==> src/rtl/gregorian_day_number_convert_core_assert.svh <==
// assertion macros for the day number converter
// used by the top level, expects clk and rst_n in scope
`ifndef GREGORIAN_DAY_NUMBER_CONVERT_CORE_ASSERT_SVH
`define GREGORIAN_DAY_NUMBER_CONVERT_CORE_ASSERT_SVH

// same-cycle implication, checked out of reset
`define GDNC_ASSERT_NOW(lbl, ante, cons, msg) \
    lbl: assert property (@(posedge clk) disable iff (!rst_n) (ante) |-> (cons)) \
        else $error(msg);

// next-cycle implication, checked out of reset
`define GDNC_ASSERT_NEXT(lbl, ante, cons, msg) \
    lbl: assert property (@(posedge clk) disable iff (!rst_n) (ante) |=> (cons)) \
        else $error(msg);

`endif

==> src/rtl/gdnc_pkg.sv <==
// shared types, constants and calendar tables for the day number converter
// no dependencies
package gdnc_pkg;

    // pipeline depth
    localparam int NSTG = 6;

    // valid ranges
    localparam logic [13:0] YEAR_MAX = 14'd9999;
    localparam logic [22:0] JDN_MIN  = 23'd1721060;
    localparam logic [22:0] JDN_MAX  = 23'd5373484;

    // reciprocal multipliers for constant division
    localparam logic [12:0] DIV25_MUL  = 13'd5243;   // 2^17 / 25, rounded up
    localparam logic [14:0] DIV400Y_MUL = 15'd29398; // 2^32 / 146097, rounded down
    localparam logic [13:0] DIV4Y_MUL  = 14'd11483;  // 2^24 / 1461, rounded down
    localparam logic [8:0]  DIV153_MUL = 9'd428;     // 2^16 / 153, rounded down

    typedef struct packed {
        logic        req_type;
        logic [13:0] in_year;
        logic [3:0]  in_month;
        logic [4:0]  in_day;
        logic [22:0] in_day_number;
    } req_t;

    typedef struct packed {
        logic [13:0] out_year;
        logic [3:0]  out_month;
        logic [4:0]  out_day;
        logic [22:0] out_day_number;
        logic        result_valid;
    } rsp_t;

    // per-stage load enables from the pipeline control
    typedef struct packed {
        logic [NSTG-1:0] load;
    } ctrl_t;

    // days before the start of month m, counted from march (153m+2)/5
    function automatic logic [8:0] month_offset(input logic [3:0] m);
        logic [8:0] r;
        case (m)
            4'd0:    r = 9'd0;
            4'd1:    r = 9'd31;
            4'd2:    r = 9'd61;
            4'd3:    r = 9'd92;
            4'd4:    r = 9'd122;
            4'd5:    r = 9'd153;
            4'd6:    r = 9'd184;
            4'd7:    r = 9'd214;
            4'd8:    r = 9'd245;
            4'd9:    r = 9'd275;
            4'd10:   r = 9'd306;
            4'd11:   r = 9'd337;
            default: r = 9'd0;
        endcase
        return r;
    endfunction

    // length of a calendar month
    function automatic logic [4:0] month_days(input logic [3:0] month, input logic leap);
        logic [4:0] r;
        case (month)
            4'd4, 4'd6, 4'd9, 4'd11: r = 5'd30;
            4'd2:                    r = leap ? 5'd29 : 5'd28;
            default:                 r = 5'd31;
        endcase
        return r;
    endfunction

endpackage

==> src/rtl/gregorian_day_number_convert_core.sv <==
// gregorian date <-> julian day number converter, six-stage pipeline
// throughput: one word per cycle while the output does not stall;
// an empty stage takes a word even while the output stalls
// reset clears the stage valid bits only; no clearing pass, ready right after reset
// depends on gdnc_pkg, gdnc_fwd, gdnc_rev and the assertion macro header
`include "gregorian_day_number_convert_core_assert.svh"

module gregorian_day_number_convert_core (
    input  logic           clk,
    input  logic           rst_n,
    input  logic           req_valid,
    output logic           req_stall,
    input  gdnc_pkg::req_t req,
    output logic           rsp_valid,
    input  logic           rsp_stall,
    output gdnc_pkg::rsp_t rsp
);

    logic [gdnc_pkg::NSTG-1:0] valid_reg, valid_next;
    logic [gdnc_pkg::NSTG-1:0] kind_reg, kind_next;
    logic [gdnc_pkg::NSTG-1:0] ready;
    gdnc_pkg::ctrl_t           ctrl;
    gdnc_pkg::rsp_t            fwd_rsp;
    gdnc_pkg::rsp_t            rev_rsp;

    // a stage loads when it is empty or its word moves on
    always_comb
    begin
        ready[gdnc_pkg::NSTG-1] = !valid_reg[gdnc_pkg::NSTG-1] || !rsp_stall;
        for (int k = gdnc_pkg::NSTG - 2; k >= 0; k--)
        begin
            ready[k] = !valid_reg[k] || ready[k+1];
        end
    end

    // valid bits and request kind travel with the word
    always_comb
    begin
        valid_next[0] = ready[0] ? req_valid : valid_reg[0];
        kind_next[0]  = ready[0] ? req.req_type : kind_reg[0];
        for (int k = 1; k < gdnc_pkg::NSTG; k++)
        begin
            valid_next[k] = ready[k] ? valid_reg[k-1] : valid_reg[k];
            kind_next[k]  = ready[k] ? kind_reg[k-1] : kind_reg[k];
        end
    end

    always_ff @(posedge clk or negedge rst_n)
    begin
        if (!rst_n)
        begin
            valid_reg <= '0;
        end
        else
        begin
            valid_reg <= valid_next;
        end
    end

    always_ff @(posedge clk)
    begin
        kind_reg <= kind_next;
    end

    assign ctrl.load = ready;
    assign req_stall = !ready[0];

    // the two conversion datapaths
    gdnc_fwd u_fwd (
        .clk  (clk),
        .req  (req),
        .ctrl (ctrl),
        .rsp  (fwd_rsp)
    );

    gdnc_rev u_rev (
        .clk  (clk),
        .req  (req),
        .ctrl (ctrl),
        .rsp  (rev_rsp)
    );

    // output select by request kind
    assign rsp_valid = valid_reg[gdnc_pkg::NSTG-1];
    assign rsp       = kind_reg[gdnc_pkg::NSTG-1] ? rev_rsp : fwd_rsp;

    // checks
    `GDNC_ASSERT_NOW(a_invalid_zero, rsp_valid && !rsp.result_valid, (rsp.out_year == 14'd0) && (rsp.out_month == 4'd0) && (rsp.out_day == 5'd0) && (rsp.out_day_number == 23'd0), "invalid response carries nonzero fields")
    `GDNC_ASSERT_NOW(a_valid_date, rsp_valid && rsp.result_valid, (rsp.out_month >= 4'd1) && (rsp.out_month <= 4'd12) && (rsp.out_day >= 5'd1) && (rsp.out_year <= gdnc_pkg::YEAR_MAX), "valid response with a bad date")
    `GDNC_ASSERT_NOW(a_valid_jdn, rsp_valid && rsp.result_valid, (rsp.out_day_number >= gdnc_pkg::JDN_MIN) && (rsp.out_day_number <= gdnc_pkg::JDN_MAX), "valid response with day number out of range")
    `GDNC_ASSERT_NOW(a_stall_full, req_stall, &valid_reg, "request stalled with an empty stage")
    `GDNC_ASSERT_NEXT(a_accept_fill, req_valid && !req_stall, valid_reg[0], "accepted word not in first stage")

endmodule

==> src/rtl/gdnc_fwd.sv <==
// date to day number datapath, three working stages then delay to the output stage
// depends on gdnc_pkg
module gdnc_fwd (
    input  logic           clk,
    input  gdnc_pkg::req_t req,
    input  gdnc_pkg::ctrl_t ctrl,
    output gdnc_pkg::rsp_t rsp
);

    typedef struct packed {
        logic [14:0] y;
        logic [8:0]  mt;
        logic [4:0]  day;
        logic [13:0] year;
        logic [3:0]  month;
        logic        ok;
        logic [24:0] yq_prod;
        logic [25:0] cq_prod;
    } f1_t;

    typedef struct packed {
        logic [23:0] y365;
        logic [12:0] yq4;
        logic [7:0]  c100;
        logic [9:0]  mt_day;
        logic [4:0]  day;
        logic [13:0] year;
        logic [3:0]  month;
        logic        leap;
        logic        ok;
    } f2_t;

    f1_t s1_reg, s1_next;
    f2_t s2_reg, s2_next;
    gdnc_pkg::rsp_t s3_reg, s3_next;
    gdnc_pkg::rsp_t s4_reg, s5_reg, s6_reg;

    logic        a;
    logic [7:0]  yd;
    logic [11:0] yrem;
    logic [23:0] sum;

    // stage 1: shift to a march-based year, start the /100 multiplies
    always_comb
    begin
        a = (req.in_month <= 4'd2);
        s1_next.y     = 15'(req.in_year) + 15'd4800 - 15'(a);
        s1_next.mt    = gdnc_pkg::month_offset(a ? req.in_month + 4'd9
                                                 : req.in_month - 4'd3);
        s1_next.day   = req.in_day;
        s1_next.year  = req.in_year;
        s1_next.month = req.in_month;
        s1_next.ok    = (req.in_year <= gdnc_pkg::YEAR_MAX) && (req.in_month >= 4'd1) &&
                        (req.in_month <= 4'd12) && (req.in_day != 5'd0);
        s1_next.yq_prod = 25'(req.in_year[13:2]) * 25'(gdnc_pkg::DIV25_MUL);
        s1_next.cq_prod = 26'(s1_next.y[14:2]) * 26'(gdnc_pkg::DIV25_MUL);
    end

    // stage 2: leap year test, 365 y, century count
    always_comb
    begin
        yd   = s1_reg.yq_prod[24:17];
        yrem = s1_reg.year[13:2] - 12'(12'(yd) * 12'd25);
        s2_next.y365   = 24'(s1_reg.y) * 24'd365;
        s2_next.yq4    = s1_reg.y[14:2];
        s2_next.c100   = s1_reg.cq_prod[24:17];
        s2_next.mt_day = 10'(s1_reg.mt) + 10'(s1_reg.day);
        s2_next.day    = s1_reg.day;
        s2_next.year   = s1_reg.year;
        s2_next.month  = s1_reg.month;
        s2_next.leap   = (s1_reg.year[1:0] == 2'd0) && ((yrem != 12'd0) || (yd[1:0] == 2'd0));
        s2_next.ok     = s1_reg.ok;
    end

    // stage 3: final sum and day-of-month check, zero when invalid
    always_comb
    begin
        sum = s2_reg.y365 + 24'(s2_reg.yq4) + 24'(s2_reg.c100[7:2]) + 24'(s2_reg.mt_day)
              - 24'(s2_reg.c100) - 24'd32045;
        s3_next = '0;
        if (s2_reg.ok && (s2_reg.day <= gdnc_pkg::month_days(s2_reg.month, s2_reg.leap)))
        begin
            s3_next.out_year       = s2_reg.year;
            s3_next.out_month      = s2_reg.month;
            s3_next.out_day        = s2_reg.day;
            s3_next.out_day_number = sum[22:0];
            s3_next.result_valid   = 1'b1;
        end
    end

    // stage registers, loaded as the word moves on
    always_ff @(posedge clk)
    begin
        if (ctrl.load[0])
        begin
            s1_reg <= s1_next;
        end
        if (ctrl.load[1])
        begin
            s2_reg <= s2_next;
        end
        if (ctrl.load[2])
        begin
            s3_reg <= s3_next;
        end
        if (ctrl.load[3])
        begin
            s4_reg <= s3_reg;
        end
        if (ctrl.load[4])
        begin
            s5_reg <= s4_reg;
        end
        if (ctrl.load[5])
        begin
            s6_reg <= s5_reg;
        end
    end

    assign rsp = s6_reg;

endmodule

==> src/rtl/gdnc_rev.sv <==
// day number to date datapath, six stages of reciprocal divides with correction
// depends on gdnc_pkg
module gdnc_rev (
    input  logic           clk,
    input  gdnc_pkg::req_t req,
    input  gdnc_pkg::ctrl_t ctrl,
    output gdnc_pkg::rsp_t rsp
);

    typedef struct packed {
        logic [25:0] x;
        logic [40:0] bprod;
        logic [22:0] jdn;
        logic        ok;
    } r1_t;

    typedef struct packed {
        logic [7:0]  b;
        logic [18:0] rem;
        logic [22:0] jdn;
        logic        ok;
    } r2_t;

    typedef struct packed {
        logic [7:0]  b;
        logic [17:0] x2;
        logic [31:0] dprod;
        logic [22:0] jdn;
        logic        ok;
    } r3_t;

    typedef struct packed {
        logic [7:0]  b;
        logic [7:0]  d;
        logic [11:0] rem2;
        logic [22:0] jdn;
        logic        ok;
    } r4_t;

    typedef struct packed {
        logic [7:0]  b;
        logic [7:0]  d;
        logic [8:0]  e;
        logic [10:0] x3;
        logic [19:0] mprod;
        logic [22:0] jdn;
        logic        ok;
    } r5_t;

    r1_t s1_reg, s1_next;
    r2_t s2_reg, s2_next;
    r3_t s3_reg, s3_next;
    r4_t s4_reg, s4_next;
    r5_t s5_reg, s5_next;
    gdnc_pkg::rsp_t s6_reg, s6_next;

    logic [23:0] a24;
    logic [7:0]  b_est;
    logic        fix_b;
    logic [18:0] r1;
    logic [7:0]  d_est;
    logic        fix_d;
    logic [11:0] r2;
    logic [3:0]  m_est;
    logic [10:0] rem3;
    logic [3:0]  m;
    logic        hi;
    logic [14:0] oy;

    // stage 1: 4(jdn + 32044) + 3, estimate of the 400-year cycle
    always_comb
    begin
        a24 = 24'(req.in_day_number) + 24'd32044;
        s1_next.x     = {a24, 2'b11};
        s1_next.bprod = 41'(s1_next.x) * 41'(gdnc_pkg::DIV400Y_MUL);
        s1_next.jdn   = req.in_day_number;
        s1_next.ok    = (req.in_day_number >= gdnc_pkg::JDN_MIN) &&
                        (req.in_day_number <= gdnc_pkg::JDN_MAX);
    end

    // stage 2: remainder against the estimate
    always_comb
    begin
        b_est = s1_reg.bprod[39:32];
        s2_next.b   = b_est;
        s2_next.rem = 19'(s1_reg.x - 26'(26'(b_est) * 26'd146097));
        s2_next.jdn = s1_reg.jdn;
        s2_next.ok  = s1_reg.ok;
    end

    // stage 3: correct the cycle count, estimate the 4-year count
    always_comb
    begin
        fix_b = (s2_reg.rem >= 19'd146097);
        r1    = fix_b ? s2_reg.rem - 19'd146097 : s2_reg.rem;
        s3_next.b     = s2_reg.b + 8'(fix_b);
        s3_next.x2    = {r1[17:2], 2'b11};
        s3_next.dprod = 32'(s3_next.x2) * 32'(gdnc_pkg::DIV4Y_MUL);
        s3_next.jdn   = s2_reg.jdn;
        s3_next.ok    = s2_reg.ok;
    end

    // stage 4: remainder against the 4-year estimate
    always_comb
    begin
        d_est = s3_reg.dprod[31:24];
        s4_next.b    = s3_reg.b;
        s4_next.d    = d_est;
        s4_next.rem2 = 12'(s3_reg.x2 - 18'(18'(d_est) * 18'd1461));
        s4_next.jdn  = s3_reg.jdn;
        s4_next.ok   = s3_reg.ok;
    end

    // stage 5: correct the 4-year count, day of year, month estimate
    always_comb
    begin
        fix_d = (s4_reg.rem2 >= 12'd1461);
        r2    = fix_d ? s4_reg.rem2 - 12'd1461 : s4_reg.rem2;
        s5_next.b     = s4_reg.b;
        s5_next.d     = s4_reg.d + 8'(fix_d);
        s5_next.e     = r2[10:2];
        s5_next.x3    = 11'(11'(s5_next.e) * 11'd5 + 11'd2);
        s5_next.mprod = 20'(s5_next.x3) * 20'(gdnc_pkg::DIV153_MUL);
        s5_next.jdn   = s4_reg.jdn;
        s5_next.ok    = s4_reg.ok;
    end

    // stage 6: correct the month, build the date, zero when invalid
    always_comb
    begin
        m_est = s5_reg.mprod[19:16];
        rem3  = s5_reg.x3 - 11'(11'(m_est) * 11'd153);
        m     = m_est + 4'(rem3 >= 11'd153);
        hi    = (m >= 4'd10);
        oy    = 15'(s5_reg.b) * 15'd100 + 15'(s5_reg.d) + 15'(hi) - 15'd4800;
        s6_next = '0;
        if (s5_reg.ok)
        begin
            s6_next.out_year       = oy[13:0];
            s6_next.out_month      = hi ? m - 4'd9 : m + 4'd3;
            s6_next.out_day        = 5'(s5_reg.e - gdnc_pkg::month_offset(m) + 9'd1);
            s6_next.out_day_number = s5_reg.jdn;
            s6_next.result_valid   = 1'b1;
        end
    end

    // stage registers, loaded as the word moves on
    always_ff @(posedge clk)
    begin
        if (ctrl.load[0])
        begin
            s1_reg <= s1_next;
        end
        if (ctrl.load[1])
        begin
            s2_reg <= s2_next;
        end
        if (ctrl.load[2])
        begin
            s3_reg <= s3_next;
        end
        if (ctrl.load[3])
        begin
            s4_reg <= s4_next;
        end
        if (ctrl.load[4])
        begin
            s5_reg <= s5_next;
        end
        if (ctrl.load[5])
        begin
            s6_reg <= s6_next;
        end
    end

    assign rsp = s6_reg;

endmodule
==> config.mk <==
export PLATFORM = sky130hd
export DESIGN_NAME = gregorian_day_number_convert_core
export DESIGN_NICKNAME = d
export VERILOG_FILES = /design/src/rtl/gdnc_pkg.sv /design/src/rtl/gregorian_day_number_convert_core.sv /design/src/rtl/gdnc_fwd.sv /design/src/rtl/gdnc_rev.sv
export VERILOG_INCLUDE_DIRS = /design/src /design/src/rtl
export SDC_FILE = /design/constraint.sdc
export NUM_CORES = 2
export LEC_CHECK = 0
export BUFFER_PORTS_ARGS = -buffer_cell sky130_fd_sc_hd__buf_2
export CAP_MARGIN = 20
export CORE_MARGIN = 4
export CORE_UTILIZATION = 25
export CTS_BUF_LIST = sky130_fd_sc_hd__clkbuf_16
export DETAILED_ROUTE_END_ITERATION = 7
export PLACE_DENSITY_LB_ADDON = 0.25
export SKIP_CTS_REPAIR_TIMING = 1
export SLEW_MARGIN = 10
export SYNTH_ARGS = -nofsm -noshare
export SYNTH_HDL_FRONTEND = slang
export SYNTH_SLANG_ARGS = --single-unit
==> constraint.sdc <==
create_clock -name clk -period 7.95 [get_ports clk]
set_input_delay 0.795 -clock clk [delete_from_list [all_inputs] [get_ports clk]]
set_output_delay 0.795 -clock clk [all_outputs]
set_load 0.005 [all_outputs]
==> impl_metrics.json <==
{
  "yosysSeqAreaShare_pct": 36.5,
  "finalCritPeriodShare_pct": 95.6,
  "grt_max_degree": 76,
  "grt_pass1_wl_mm": 196,
  "r2r_end": "u_rev.d_est[4]",
  "largest_reg_flops": 79,
  "io_buffers": 99,
  "worst_setup_path_start_kind": "flop",
  "antenna_found_initial": 27,
  "slowest_delay_ns": 0.59,
  "vias_per_cell": 4.14,
  "core_area_um2": 212000,
  "synth.area.top_cells": "edfxtp_1 (36%), ha_1 (20%), fa_1 (19%)",
  "clockBufferDepth": 3,
  "clkLatencyLatePin_ns": 0.67,
  "dr_total_vias": 31700,
  "fin_nets": 6170,
  "fin_area_um2": 61100,
  "yosys_warnings": 0,
  "whs_endpoint": "kind_reg[0]",
  "synth_commonest_cells": "inv_1 (1024), ha_1 (846), edfxtp_1 (644), fa_1 (506), xnor2_1 (185)",
  "required_ns": 8.34,
  "syn-mean-instance-area_um2": 11.9,
  "grt_setup_unrepaired": "false",
  "finalWirelength_mm": 124,
  "drt-pass1-iter-count": 5,
  "synth_top_family_by_area": "adder cells",
  "r2r_cells": 26,
  "synth-main-ff-cell": "edfxtp_1",
  "setup_viol": 0,
  "synth_edf_count": 644,
  "drive_gt1_share_pct": 9.61,
  "clock-root-buffer": "clkbuf_16",
  "track_usage_pct": 11.4,
  "drtAntennaViolNets": 0,
  "first_iter_violations": 1272,
  "r2r_start": "u_rev.s2_reg[25]",
  "synth-async-reset-ratio_pct": 0.923,
  "hold_viol": 0,
  "layout_min_cycle_time_ns": 7.60,
  "synth-simple-area-share_pct": 5.75,
  "io-pin-count": 100,
  "slew_headroom_pct": 32.2,
  "wl_per_cell_um": 16.2,
  "cts.sinks": 650,
  "grt_pass1_vias": 33600,
  "synthMuxAreaShare_pct": 1.17,
  "htree_levels": 3,
  "place_ws_ns": -0.511,
  "clock-skew-final_ns": 0.0561,
  "synth_fp_nets": 5875,
  "drc": 0,
  "yosys.area_share.xor_xnor_pct": 4.29,
  "synth_top_area_share_pct": 36.2,
  "syn_inst": 4472,
  "row_count": 169,
  "fmax_ghz": 0.132,
  "die_w_um": 470,
  "maxCapViolCount": 0,
  "hold_depth": 1,
  "place_hpwl_mm": 103,
  "final_util_pct": 28.8,
  "synth_compound_area_share_pct": 6.09,
  "min_from": "req[46]",
  "initial_core_util_pct": 25.2,
  "cts_tree": "yes",
  "clk_pin_slew_worst_paths_ns": 0.06,
  "synthAdderAreaFrac_pct": 38.8,
  "crit_type": "flop to flop",
  "die_area_um2": 221000,
  "worstPathMaxFanout": 7,
  "syn2layout_area_growth_pct": 14.5,
  "r2r_setup_slack_ns": 0.35,
  "slew_violations": 0,
  "arrival_ns": 7.99,
  "synth-seq-cells": 650,
  "hold_class": "input pin to flop",
  "outcome": "finished clean",
  "crit_path_end_kind": "flop",
  "worst_pin_slew_ns": 1.02,
  "slowest_stage": "or4_4",
  "yosysUniqueCellTypes": 77,
  "numCtsBuffers": 77,
  "netlist_area_um2": 53400,
  "gp_congestion": 0.817,
  "die_y_um": 470,
  "setup_ws_ns": 0.352,
  "grt-ovfl-total": 0,
  "synth_top_cell_by_area": "edfxtp_1",
  "synth_most_common_cell": "inv_1",
  "placed_area_um2": 58500
}
==> routing by layer <==
layer	global-route usage, %	vias up	part of all wire [%]	routed length [µm]
met1	15.7	15500	48	59700
li1	-	15600	-	-
met4	2.64	14	2.1	2540
met5	0	-	0.060	74
met3	1.79	159	3.6	4420
met2	18.6	377	46	57000
==> cells in the final DEF (no fill, tap or decap), drive strengths merged, types with 12 or more instances in the layout <==
| cell | Yosys | routed |
|---|---|---|
| nand2b | 29 | 29 |
| inv | 1027 | 1044 |
| clkbuf | 28 | 78 |
| o21a | 39 | 39 |
| mux2 | 50 | 50 |
| a31oi | 24 | 24 |
| ha | 846 | 846 |
| a211oi | 22 | 22 |
| edfxtp | 644 | 644 |
| or2 | 12 | 12 |
| nand3 | 57 | 57 |
| xor2 | 76 | 76 |
| xnor2 | 185 | 185 |
| and3 | 27 | 27 |
| o21bai | 20 | 20 |
| nor2 | 158 | 158 |
| nand2 | 104 | 104 |
| a21o | 57 | 57 |
| clkinv | 1 | 33 |
| fa | 506 | 506 |
| nor2b | 22 | 22 |
| nand4 | 17 | 17 |
| a21oi | 123 | 123 |
| and2 | 72 | 72 |
| buf | 1 | 244 |
| or3 | 15 | 15 |
| o211ai | 20 | 20 |
| o21ai | 93 | 93 |
| nor3 | 53 | 53 |
==> cell type report <==
class / count / area (µm²)
clock inverters: 61 / 602
multi-input cells: 2765 / 30100
repair buffers: 245 / 1600
fillers: 22000 / 151000
inverters: 1028 / 3870
well taps: 2821 / 3530
diodes: 3 / 7.51
clock buffers: 78 / 1950
flip-flops and latches: 650 / 19500
==> how the worst max path moves through the flow <==
stage	to	slack, ns	startpoint
global placement	u_fwd.s1_reg[22]	-0.47	req[29]
floorplan	u_fwd.s1_reg[22]	-0.33	req[28]
global route	u_fwd.s1_reg[22]	0.001	req[29]
CTS	u_fwd.s1_reg[22]	0.24	req[29]
finish	u_rev.d_est[4]	0.35	u_rev.s2_reg[25]
detailed placement	u_fwd.s1_reg[22]	-0.51	req[29]
==> logic make-up after synthesis <==
kind of cell,Yosys count
AOI/OAI and AO/OA,490
xor gates and xnor gates,261
adders and majority gates,1352
buffers and inverters,1057
DFF,650
muxes,56
and+or+nand+nor,606
==> worst max-delay path: cells and delay by family, from the launching register on <==
family	cells	cell delay (ns)
flops	1	0.41
xor+xnor	2	0.27
compound gates	9	2.20
fa+ha+maj	7	3.31
simple gates	2	0.69
buf+inv	6	0.47
==> metrics by stage <==
| step | hold slack, ns | std cells | setup TNS, ns |
|---|---|---|---|
| final | 0.305 | 7651 | 0 |
| after global routing | 0.269 | 7649 | 0 |
| after CTS | -0.0787 | 7644 | 0 |
| after detailed placement | 0.405 | 7505 | -3.06 |
| after global placement | 0.401 | 7505 | -2.71 |
| after floorplan | 0.400 | 4472 | -0.710 |
Power is not shown: default switching activity piles up to over one toggle a cycle in this logic, so the estimate is an artifact.
